<file path="src/kchd_pkg.sv">
package kchd_pkg;

  typedef enum logic [2:0] {
    EV_NONE    = 3'd0,
    EV_SETUP   = 3'd1,
    EV_NUMBER  = 3'd2,
    EV_CLEAR   = 3'd3,
    EV_SUBMIT  = 3'd4,
    EV_RESET   = 3'd5,
    EV_PAIRING = 3'd6,
    EV_OWNER   = 3'd7
  } event_e;

  typedef enum logic [1:0] {
    CFG_RESET_HOLD   = 2'd0,
    CFG_PAIRING_HOLD = 2'd1,
    CFG_OWNER_HOLD   = 2'd2
  } cfg_idx_e;

  typedef enum logic {
    ACT_KEY   = 1'b0,
    ACT_COMBO = 1'b1
  } action_e;

  localparam logic [1:0] KEY_PRESSED  = 2'd0;
  localparam logic [1:0] KEY_RELEASED = 2'd1;

  localparam logic [7:0] KEY_0    = 8'h30;  // '0'
  localparam logic [7:0] KEY_9    = 8'h39;  // '9'
  localparam logic [7:0] KEY_STAR = 8'h2A;  // '*'
  localparam logic [7:0] KEY_HASH = 8'h23;  // '#'

  localparam int unsigned ThrW  = 16;
  localparam int unsigned TimeW = 32;

  localparam logic [ThrW-1:0] RESET_HOLD_DEFAULT   = 16'd3000;
  localparam logic [ThrW-1:0] PAIRING_HOLD_DEFAULT = 16'd3000;
  localparam logic [ThrW-1:0] OWNER_HOLD_DEFAULT   = 16'd10000;

  typedef struct packed {
    logic             action;
    logic [7:0]       key_code;
    logic [1:0]       key_state;
    logic [TimeW-1:0] now_ms;
    logic             setup_mode;
    logic             reset_allowed;
    logic             owner_reset_allowed;
    logic             pairing_allowed;
  } in_item_t;

  typedef struct packed {
    event_e     event_code;
    logic [7:0] event_key;
  } out_item_t;

  typedef struct packed {
    logic [ThrW-1:0] reset_hold;
    logic [ThrW-1:0] pairing_hold;
    logic [ThrW-1:0] owner_hold;
  } thr_t;

  typedef struct packed {
    logic             star_held;
    logic             hash_held;
    logic             actions_suppressed;
    logic             reset_timing;
    logic [TimeW-1:0] reset_start;
    logic             pairing_timing;
    logic [TimeW-1:0] pairing_start;
    logic             owner_timing;
    logic [TimeW-1:0] owner_start;
  } combo_state_t;

endpackage

</file>
<file path="src/keypad_combo_hold_detector.sv">
// Keypad combo hold detector. Key events and combo check ticks enter on the
// in_item channel; each accepted item yields exactly one result on the
// out_item channel (event_code none when nothing happens). Throughput is one
// item per clock while out_stall_i is low; an item passes the input register,
// then the result register, before its result can transfer. The whole decode
// and the three 32-bit wrapping elapsed-time compares sit in one combinational
// pass between those two registers, which is what sets the one-item-per-cycle
// figure. Hold thresholds are written through the cfg port (always ready) and
// must only change while no item is in flight.
module keypad_combo_hold_detector #(
  parameter logic [kchd_pkg::ThrW-1:0] ResetHoldInit   = kchd_pkg::RESET_HOLD_DEFAULT,
  parameter logic [kchd_pkg::ThrW-1:0] PairingHoldInit = kchd_pkg::PAIRING_HOLD_DEFAULT,
  parameter logic [kchd_pkg::ThrW-1:0] OwnerHoldInit   = kchd_pkg::OWNER_HOLD_DEFAULT
) (
  input  logic                clk_i,
  input  logic                rst_ni,
  // item input
  input  logic                in_valid_i,
  output logic                in_stall_o,
  input  kchd_pkg::in_item_t  in_item_i,
  // result output
  output logic                out_valid_o,
  input  logic                out_stall_i,
  output kchd_pkg::out_item_t out_item_o,
  // threshold writes
  input  logic                cfg_valid_i,
  output logic                cfg_ready_o,
  input  logic [1:0]          cfg_index_i,
  input  logic [15:0]         cfg_data_i
);

  kchd_pkg::thr_t         thr;
  kchd_pkg::combo_state_t st_q, st_d;
  kchd_pkg::combo_state_t core_st;
  kchd_pkg::out_item_t    core_res;
  kchd_pkg::in_item_t     in_item_q;
  kchd_pkg::out_item_t    out_item_q;
  logic                   in_valid_q, out_valid_q;
  logic                   advance, in_load, in_fire;

  kchd_cfg_regs #(
    .ResetHoldInit   (ResetHoldInit),
    .PairingHoldInit (PairingHoldInit),
    .OwnerHoldInit   (OwnerHoldInit)
  ) u_cfg (
    .clk_i       (clk_i),
    .rst_ni      (rst_ni),
    .cfg_valid_i (cfg_valid_i),
    .cfg_ready_o (cfg_ready_o),
    .cfg_index_i (cfg_index_i),
    .cfg_data_i  (cfg_data_i),
    .thr_o       (thr)
  );

  kchd_core u_core (
    .item_i (in_item_q),
    .st_i   (st_q),
    .thr_i  (thr),
    .st_o   (core_st),
    .res_o  (core_res)
  );

  // Result register frees up when empty or when its transfer completes.
  assign advance    = !out_valid_q || !out_stall_i;
  // The item in the input register is processed (and state committed) on advance.
  assign in_fire    = in_valid_q && advance;
  // Input register takes a new item when empty or when its item moves on.
  assign in_load    = !in_valid_q || advance;
  assign in_stall_o = !in_load;

  assign st_d = in_fire ? core_st : st_q;

  always_ff @(posedge clk_i or negedge rst_ni) begin
    if (!rst_ni) begin
      in_valid_q  <= 1'b0;
      out_valid_q <= 1'b0;
      st_q        <= '0;
    end else begin
      if (in_load) in_valid_q  <= in_valid_i;
      if (advance) out_valid_q <= in_valid_q;
      st_q <= st_d;
    end
  end

  // payload registers, no reset
  always_ff @(posedge clk_i) begin
    if (in_load && in_valid_i) in_item_q  <= in_item_i;
    if (in_fire)               out_item_q <= core_res;
  end

  assign out_valid_o = out_valid_q;
  assign out_item_o  = out_item_q;

  // A fired hold always leaves actions suppressed.
  assert property (@(posedge clk_i) disable iff (!rst_ni)
    in_fire && (core_res.event_code == kchd_pkg::EV_RESET ||
                core_res.event_code == kchd_pkg::EV_OWNER ||
                core_res.event_code == kchd_pkg::EV_PAIRING)
    |=> st_q.actions_suppressed)
    else $error("hold fired without suppression");

  // Only setup and number events carry a key.
  assert property (@(posedge clk_i) disable iff (!rst_ni)
    out_valid_q && !(out_item_q.event_code == kchd_pkg::EV_SETUP ||
                     out_item_q.event_code == kchd_pkg::EV_NUMBER)
    |-> out_item_q.event_key == 8'd0)
    else $error("event key set on keyless event");

  // Backpressure only when both stages are full and the output is stalled.
  assert property (@(posedge clk_i) disable iff (!rst_ni)
    in_stall_o |-> (in_valid_q && out_valid_q && out_stall_i))
    else $error("input stalled with room in the pipeline");

  // State never moves without an item being processed.
  assert property (@(posedge clk_i) disable iff (!rst_ni)
    !in_fire |=> $stable(st_q))
    else $error("state changed without an item");

endmodule

</file>
<file path="src/kchd_cfg_regs.sv">
module kchd_cfg_regs #(
  parameter logic [kchd_pkg::ThrW-1:0] ResetHoldInit   = kchd_pkg::RESET_HOLD_DEFAULT,
  parameter logic [kchd_pkg::ThrW-1:0] PairingHoldInit = kchd_pkg::PAIRING_HOLD_DEFAULT,
  parameter logic [kchd_pkg::ThrW-1:0] OwnerHoldInit   = kchd_pkg::OWNER_HOLD_DEFAULT
) (
  input  logic                clk_i,
  input  logic                rst_ni,
  input  logic                cfg_valid_i,
  output logic                cfg_ready_o,
  input  logic [1:0]          cfg_index_i,
  input  logic [15:0]         cfg_data_i,
  output kchd_pkg::thr_t      thr_o
);

  kchd_pkg::thr_t thr_q, thr_d;

  assign cfg_ready_o = 1'b1;

  always_comb begin
    thr_d = thr_q;
    if (cfg_valid_i) begin
      case (cfg_index_i)
        kchd_pkg::CFG_RESET_HOLD:   thr_d.reset_hold   = cfg_data_i;
        kchd_pkg::CFG_PAIRING_HOLD: thr_d.pairing_hold = cfg_data_i;
        kchd_pkg::CFG_OWNER_HOLD:   thr_d.owner_hold   = cfg_data_i;
        default: ;  // unmapped index, dropped
      endcase
    end
  end

  always_ff @(posedge clk_i or negedge rst_ni) begin
    if (!rst_ni) begin
      thr_q.reset_hold   <= ResetHoldInit;
      thr_q.pairing_hold <= PairingHoldInit;
      thr_q.owner_hold   <= OwnerHoldInit;
    end else begin
      thr_q <= thr_d;
    end
  end

  assign thr_o = thr_q;

endmodule

</file>
<file path="src/kchd_core.sv">
module kchd_core (
  input  kchd_pkg::in_item_t     item_i,
  input  kchd_pkg::combo_state_t st_i,
  input  kchd_pkg::thr_t         thr_i,
  output kchd_pkg::combo_state_t st_o,
  output kchd_pkg::out_item_t    res_o
);

  logic [kchd_pkg::TimeW-1:0] rst_start, own_start, pair_start;
  logic [kchd_pkg::TimeW-1:0] rst_el, own_el, pair_el;
  logic                       rst_hit, own_hit, pair_hit;

  // wrapping elapsed time for each hold; start snaps to now when not timing
  assign rst_start  = st_i.reset_timing   ? st_i.reset_start   : item_i.now_ms;
  assign own_start  = st_i.owner_timing   ? st_i.owner_start   : item_i.now_ms;
  assign pair_start = st_i.pairing_timing ? st_i.pairing_start : item_i.now_ms;
  assign rst_el     = item_i.now_ms - rst_start;
  assign own_el     = item_i.now_ms - own_start;
  assign pair_el    = item_i.now_ms - pair_start;
  assign rst_hit    = rst_el  >= {16'd0, thr_i.reset_hold};
  assign own_hit    = own_el  >= {16'd0, thr_i.owner_hold};
  assign pair_hit   = pair_el >= {16'd0, thr_i.pairing_hold};

  always_comb begin
    st_o  = st_i;
    res_o = '{event_code: kchd_pkg::EV_NONE, event_key: 8'd0};

    if (item_i.action == kchd_pkg::ACT_KEY) begin
      if (item_i.setup_mode) begin
        if (item_i.key_state == kchd_pkg::KEY_PRESSED) begin
          res_o = '{event_code: kchd_pkg::EV_SETUP, event_key: item_i.key_code};
        end
      end else if (item_i.key_code inside {[kchd_pkg::KEY_0:kchd_pkg::KEY_9]}) begin
        if (item_i.key_state == kchd_pkg::KEY_PRESSED) begin
          res_o = '{event_code: kchd_pkg::EV_NUMBER, event_key: item_i.key_code};
        end
      end else if (item_i.key_code == kchd_pkg::KEY_STAR) begin
        if (item_i.key_state == kchd_pkg::KEY_PRESSED) begin
          st_o.star_held = 1'b1;
        end else if (item_i.key_state == kchd_pkg::KEY_RELEASED) begin
          st_o.star_held = 1'b0;
          if (!st_i.actions_suppressed) res_o.event_code = kchd_pkg::EV_CLEAR;
        end
      end else if (item_i.key_code == kchd_pkg::KEY_HASH) begin
        if (item_i.key_state == kchd_pkg::KEY_PRESSED) begin
          st_o.hash_held = 1'b1;
        end else if (item_i.key_state == kchd_pkg::KEY_RELEASED) begin
          st_o.hash_held = 1'b0;
          if (!st_i.actions_suppressed) res_o.event_code = kchd_pkg::EV_SUBMIT;
        end
      end
    end else if (item_i.setup_mode) begin
      // combo check ignored in setup mode
    end else if (st_i.actions_suppressed && (st_i.star_held || st_i.hash_held)) begin
      // wait for both keys up after a fired hold
    end else if (st_i.star_held && st_i.hash_held) begin
      if (item_i.reset_allowed) begin
        if (rst_hit) begin
          st_o.actions_suppressed = 1'b1;
          st_o.reset_timing       = 1'b0;
          st_o.reset_start        = '0;
          res_o.event_code        = kchd_pkg::EV_RESET;
        end else begin
          st_o.reset_timing = 1'b1;
          st_o.reset_start  = rst_start;
        end
      end else begin
        st_o.reset_timing = 1'b0;
        st_o.reset_start  = '0;
        if (item_i.owner_reset_allowed) begin
          st_o.pairing_timing = 1'b0;
          st_o.pairing_start  = '0;
          if (own_hit) begin
            st_o.actions_suppressed = 1'b1;
            st_o.owner_timing       = 1'b0;
            st_o.owner_start        = '0;
            res_o.event_code        = kchd_pkg::EV_OWNER;
          end else begin
            st_o.owner_timing = 1'b1;
            st_o.owner_start  = own_start;
          end
        end else begin
          st_o.owner_timing = 1'b0;
          st_o.owner_start  = '0;
          if (!item_i.pairing_allowed) begin
            st_o.pairing_timing = 1'b0;
            st_o.pairing_start  = '0;
          end else if (pair_hit) begin
            st_o.actions_suppressed = 1'b1;
            st_o.pairing_timing     = 1'b0;
            st_o.pairing_start      = '0;
            res_o.event_code        = kchd_pkg::EV_PAIRING;
          end else begin
            st_o.pairing_timing = 1'b1;
            st_o.pairing_start  = pair_start;
          end
        end
      end
    end else begin
      // combo not held: drop all timers; suppression ends once both keys are up
      st_o.reset_timing       = 1'b0;
      st_o.reset_start        = '0;
      st_o.pairing_timing     = 1'b0;
      st_o.pairing_start      = '0;
      st_o.owner_timing       = 1'b0;
      st_o.owner_start        = '0;
      st_o.actions_suppressed = 1'b0;
    end
  end

endmodule

</file>
<file path="config.mk">
export PLATFORM = sky130hd
export DESIGN_NAME = keypad_combo_hold_detector
export DESIGN_NICKNAME = d
export VERILOG_FILES = /design/src/kchd_pkg.sv /design/src/keypad_combo_hold_detector.sv /design/src/kchd_cfg_regs.sv /design/src/kchd_core.sv
export SDC_FILE = /design/constraint.sdc
export NUM_CORES = 1
export LEC_CHECK = 0
export BUFFER_PORTS_ARGS = -buffer_cell sky130_fd_sc_hd__buf_2
export CORE_UTILIZATION = 55
export CTS_BUF_LIST = sky130_fd_sc_hd__clkbuf_4
export CTS_CLUSTER_SIZE = 12
export DETAILED_ROUTE_END_ITERATION = 16
export GPL_ROUTABILITY_DRIVEN = 0
export PLACE_DENSITY_LB_ADDON = 0.08
export SLEW_MARGIN = 20
export SYNTH_ARGS = -nofsm -noshare
export SYNTH_HDL_FRONTEND = slang
export SYNTH_HIERARCHICAL = 1
export SYNTH_SLANG_ARGS = --single-unit
</file>
<file path="constraint.sdc">
create_clock -name clk_i -period 11 [get_ports clk_i]
set_clock_uncertainty 0.1 [all_clocks]
set_input_delay 1.1 -clock clk_i [delete_from_list [all_inputs] [get_ports clk_i]]
set_output_delay 1.1 -clock clk_i [all_outputs]
set_load 0.01 [all_outputs]
</file>
Word level (Yosys, flattened, before mapping)

Cells that the tools add are included.

Register bits after elaboration: 210
Latch bits: 0
RAM bits: 0
Bits in read-only memories: 0
Input port bits: 70
Output and inout bits: 14
Logic and storage cells: 111
Memories kept: 0

Add/sub/neg operators: 3
Multiply operators: 0
Div/mod/pow operators: 0
$lt $le $gt $ge: 5
Eq/ne operators: 10
Shift-type cells: 0
Multiplexer cells: 41
Bitwise logic cells: 5
Reductions and logical operators: 23

Operators with widths:

| operator             | count |
|---|---|
| $mux W33             | 4 |
| $mux W66             | 2 |
| $mux W100            | 1 |
| $ge A32 B16 Y1       | 3 |
| $mux W32             | 3 |
| $sub A32 B32 Y32     | 3 |
| $mux W3              | 17 |
| $mux W34             | 1 |
| $eq A8 B6 Y1 const B | 2 |
| $mux W11             | 1 |
| $mux W10             | 1 |
| $mux W9              | 1 |
| $ge A8 B6 Y1 const B | 1 |
| $le A8 B6 Y1 const B | 1 |
| $mux W8              | 1 |
| $ne A4 B3 Y1 const B | 2 |
| $reduce_and A8 Y1    | 1 |
| $mux W1              | 7 |
| $reduce_and A7 Y1    | 1 |
| $reduce_and A2 Y1    | 3 |
| $reduce_and A6 Y1    | 1 |
| $logic_and A1 B1 Y1  | 5 |
| $not A1 Y1           | 5 |
| $reduce_and A5 Y1    | 1 |
| other kinds (11)     | 19 |

Logic depth before layout (Yosys ltp)

Word-level depth: 11
Gate-level depth with buffers: 27
Mapped depth without buffers: 25

Hierarchy

Netlist, hierarchy kept.

By module, submodules not included:

| module                     | times used | cells each | area each (um^2) |
|---|---|---|---|
| kchd_core                  | 1          | 1395       | 9494.1 |
| keypad_combo_hold_detector | 1          | 281        | 5977.0 |
| kchd_cfg_regs              | 1          | 104        | 1850.5 |

Worst setup path after synthesis

No wires, ideal clock.

Path kind: register -> register
Start point: reg st_q[32] (netlist name)
End point: reg st_q[99] (netlist name)
Arrival: 5.519 ns
Data required time: 10.775 ns
Path slack: 5.256 ns
Cell stages (with the launch flop): 26
Path buffers: 2
Cell sequence: dfrtp_1 -> clkbuf_1 -> buf_1 -> nand2_1 -> o21ai_0 -> ha_1 -> inv_1 -> fa_1 -> a21o_1 -> a221o_1 -> a21oi_2 -> o21bai_1 -> a21oi_1 -> xnor2_1 -> ha_1 -> nor2b_1 -> o21ai_0 -> o211ai_1 -> or3_1 -> or4_1 -> nor4_1 -> nand3_1 -> a31oi_2 -> a21oi_1 -> or2_1 -> mux2_2

Longest elaborated chain between the ends: 5

RTL lines:

| element                            | RTL line                         | text |
|---|---|---|
| from (decl)                        | keypad_combo_hold_detector.sv:33 | `kchd_pkg::combo_state_t st_q, st_d;` |
| from (signal assigned)             | keypad_combo_hold_detector.sv:81 | `st_q <= st_d;` |
| $mux W32                           | kchd_core.sv:15                  | `assign own_start = st_i.owner_timing ? st_i.owner_start : item_i.now_ms;` |
| $sub A32 B32 Y32                   | kchd_core.sv:18                  | `assign own_el = item_i.now_ms - own_start;` |
| $ge A32 B16 Y1                     | kchd_core.sv:21                  | `assign own_hit = own_el >= {16'd0, thr_i.owner_hold};` |
| $ne A4 B3 Y1 (no source line)      | --                               |  |
| $reduce_and A8 Y1 (no source line) | --                               |  |

Every way passes these cells.
A chain may end at the register's enable or synchronous reset.

Worst setup path in the final report

Start point: reg st_q[65] (netlist name)
End point: reg st_q[64] (netlist name)

Longest elaborated chain between the ends: 8

RTL lines:

| element          | RTL line        | text |
|---|---|---|
| $mux W32 *       | kchd_core.sv:16 | `assign pair_start = st_i.pairing_timing ? st_i.pairing_start : item_i.now_ms;` |
| $sub A32 B32 Y32 | kchd_core.sv:19 | `assign pair_el = item_i.now_ms - pair_start;` |
| $ge A32 B16 Y1   | kchd_core.sv:22 | `assign pair_hit = pair_el >= {16'd0, thr_i.pairing_hold};` |
| $mux W33 *       | kchd_core.sv:88 | `end else if (pair_hit) begin` |
| $mux W33 *       | kchd_core.sv:85 | `if (!item_i.pairing_allowed) begin` |
| $mux W66 *       | kchd_core.sv:70 | `if (item_i.owner_reset_allowed) begin` |
| $mux W66 *       | kchd_core.sv:57 | `if (item_i.reset_allowed) begin` |
| $mux W100 *      | kchd_core.sv:56 | `end else if (st_i.star_held && st_i.hash_held) begin` |

Every way passes the cells marked *; elsewhere a longest branch is shown, timed or not. The select of a mux whose other input is x is not followed.

==> metrics <==
Tightest Pin Transition 1097 ps; highest cell delay on the worst timing path around 1100 ps; effective utilization at floorplan 0.5633; PostCTS Resize Cnt 0; Slew Limit Headroom 0.2498; required arrival time at the worst endpoint 11550 ps; Wirelength per Cell 19.41 µm; post-CTS clock slew at the launch and capture registers of the worst setup and hold paths ~70 ps; highest attainable clock frequency 144.9 MHz; I/O pin total 84; proportion of synthesized chip area in sequential cells 0.3215; endpoint class of the critical path flop; critical-path cell list buf_4 > inv_1 > a21boi_0 > inv_1 > ha_1 > fa_1 > nor2b_4 > o2111ai_2 > a21oi_1 > a221o_1 > xor2_1 > ha_1 > nand4_1 > nor3_1 > o21ai_0 > o21ai_0 > or4_1 > nor3_1 > nor4b_2 > nand4_1 > or4_2 > o21bai_1 > o2bb2ai_2 > mux2_2; Power Density 127.7 nW/µm²; number of buffer cells added on primary ports 82; minimum setup slack after placement 4176 ps; Leak 8.053 nW; area share of the largest cell type after synthesis 0.1921; Clock Latency Late Sink 780 ps; final count of hold timing violations 0; site row count between 60 and 70; Arr. time, crit path approximately 7500 ps; Yosys cell types 99; count of synthesis-stage warnings from yosys 6; vias 14140; net count of the mapped netlist 1996; initial detailed-routing violation count 1076; via count of the first global-routing pass 13840; synthesized area per cell between 9 and 10 µm²; Post-synth EDFFs 58; endpoint of the worst-slack reg-to-reg timing path st_q[64]; Post-CTS Setup Bufs 0; critical-path cell with the highest stage delay sky130_fd_sc_hd__or4_2; worst reg2reg startpoint st_q[65]; CTS H-Tree Depth 2; leading post-synthesis cells by instance count sky130_fd_sc_hd__nand2_1 (210), sky130_fd_sc_hd__ha_1 (143), sky130_fd_sc_hd__dfrtp_1 (133); area leader, netlist sky130_fd_sc_hd__dfrtp_1; most used flip-flop cell after synthesis sky130_fd_sc_hd__dfrtp_1; wire length of the first global-routing pass approximately 71 mm; DRC violations left 0; post-synthesis instance total 1780; startpoint types flop; first drt pass iteration count 7; crit path max fanout 34; critical path class flop to flop; class of the tightest hold or removal check input pin to async pin; peak supply drop between 100 and 150 µV; Max Transition Viols Final 0; Routed Antenna Nets 0; largest net degree at the start of global routing 101; sum of net half-perimeters after detailed placement ~33 mm; number of nets in the final layout 2072; buffer cell driving the clock tree root sky130_fd_sc_hd__clkbuf_4; Register-to-Register Setup Slack roughly 4100 ps; setup repair after global routing missed its margin false; max-capacitance violation count 0; post-synthesis cell area 17320 µm²; core box area 30750 µm²; most repeated cell in the gate-level netlist after synthesis sky130_fd_sc_hd__nand2_1; Die Wd about 180 µm; final-layout setup total negative slack 0 ps; Bufs on Longest Clock Path 3; result of the run completed; number of antenna violations at the first check in global routing 2; final global-route overflow total 0; final setup violation count 0; Clock Sinks 210; clock tree from TritonCTS done; layout overhead on the synthesized area 7.469%; Routed WL 44.73 mm; total CTS buffers 59; overall track demand over capacity in global routing 0.2762; post-layout worst setup margin between 4000 and 5000 ps; share of final-layout standard cells stronger than drive strength 1 0.2349; fraction of the cycle the final worst path needs 0.6273; DIE AREA 32210 µm²; minimum period implied by the final worst setup slack 6901 ps; #FFs+latches synth 210; path depth of the worst reg2reg path 24; Post-synth ARST share 0.7238; top post-synthesis cells by area sky130_fd_sc_hd__dfrtp_1 (19%), sky130_fd_sc_hd__ha_1 (10%), sky130_fd_sc_hd__edfxtp_1 (10%); Die Ht 179.5 µm; hold buffers post-CTS 0; via/cell ratio 6.134
[layout by cell type, fill, tap and decap left out, types with 10 or more instances in the layout]
cell type	n
sky130_fd_sc_hd__nand2_1	210
sky130_fd_sc_hd__ha_1	143
sky130_fd_sc_hd__dfrtp_1	130
sky130_fd_sc_hd__a21oi_1	120
sky130_fd_sc_hd__mux2i_1	97
sky130_fd_sc_hd__inv_1	88
sky130_fd_sc_hd__mux2_2	81
sky130_fd_sc_hd__buf_2	81
sky130_fd_sc_hd__clkbuf_4	76
sky130_fd_sc_hd__o21ai_0	70
sky130_fd_sc_hd__mux2_4	69
sky130_fd_sc_hd__nor2_1	67
sky130_fd_sc_hd__edfxtp_1	58
sky130_fd_sc_hd__o21ai_2	58
sky130_fd_sc_hd__xnor2_1	43
sky130_fd_sc_hd__o21ai_1	38
sky130_fd_sc_hd__a21o_1	33
sky130_fd_sc_hd__nor3_1	30
sky130_fd_sc_hd__nand4_1	29
sky130_fd_sc_hd__nand3_1	26
sky130_fd_sc_hd__clkinv_1	25
sky130_fd_sc_hd__xor2_1	21
sky130_fd_sc_hd__dfstp_2	19
sky130_fd_sc_hd__o21a_1	15
sky130_fd_sc_hd__and2_1	15
sky130_fd_sc_hd__o211ai_1	12
sky130_fd_sc_hd__nand2b_1	11
sky130_fd_sc_hd__buf_4	11
sky130_fd_sc_hd__nor2b_1	10
sky130_fd_sc_hd__a211oi_1	10
sky130_fd_sc_hd__and3_1	10
[critical path, delay by kind of cell (launching register included)]
family | cells | cell delay [ps]
mux | 1 | 170
flops | 1 | 460
compound gates | 8 | 1710
buf+inv | 3 | 680
fa+ha+maj | 3 | 900
simple gates | 8 | 2600
xor+xnor | 1 | 190
[worst max path at each step]
stage / from / end
6_report: st_q[65] / st_q[64]
5_1_grt: st_q[65] / st_q[64]
4_1_cts: st_q[65] / st_q[64]
3_5_place_dp: st_q[65] / st_q[64]
2_1_floorplan: st_q[32] / st_q[99]
3_3_place_gp: st_q[65] / st_q[64]
[flip-flops by register name, summed over array words and instances, names as in the netlist]
signal and count:
in_item_q 47, in_valid_q 1, out_item_o 11, out_valid_o 1, st_q 102, u_cfg/thr_o 48
[per-layer routing]
metal / part of all wire / wire (µm) / global-route usage / up-vias
li1: - / - / - / 6774
met1: 0.46 / 20610 / 0.3755 / 6867
met2: 0.46 / 20420 / 0.4491 / 411
met3: 0.052 / 2336 / 0.03464 / 86
met4: 0.031 / 1368 / 0.1086 / 0
met5: 0 / 0 / 0 / -
[layout make-up]
class	count	area, µm²
Inverter	88	330.3
Sequential cell	210	5573
Timing Repair Buffer	93	499.2
Tap cell	396	495.5
Fill cell	2720	12130
Antenna cell	2	5.005
Clock buffer	76	570.5
Clock inverter	36	231.5
Multi-Input combinational cell	1404	10910
[metrics by stage]
stage	hold WS [ps]	instances	instance area, µm²	util	power (mW)
final	383.0	2305	18620	0.6054	2.376
after global routing	343.1	2305	18620	0.6054	2.529
after CTS	341.4	2303	18610	0.6052	2.397
after detailed placement	371.8	2191	17810	0.5791	1.621
after global placement	356.3	2191	17810	0.5791	1.609
after floorplan	350.6	1780	17320	-	1.440
[cells by family (layout without fill, tap and decap cells)]
kind of cell	Yosys count	after routing	share of synthesized area
AOI/OAI and AO/OA	477	477	0.1900
and+or+nand+nor	469	469	0.1316
DFF	210	210	0.3215
buffers and inverters	166	293	0.04905
other	1	3	0.0002165
muxes	247	247	0.1685
adders and majority gates	146	146	0.1068
xor gates and xnor gates	64	64	0.03236
[power by group]
group / switching (mW) / total (mW) / leakage [nW] / internal [mW]
clock: 0.359 / 0.759 / 0.461 / 0.400
combinational: 0.416 / 0.707 / 5.04 / 0.290
sequential: 0.0466 / 0.911 / 2.55 / 0.864
(Power assumes the default switching activity.)
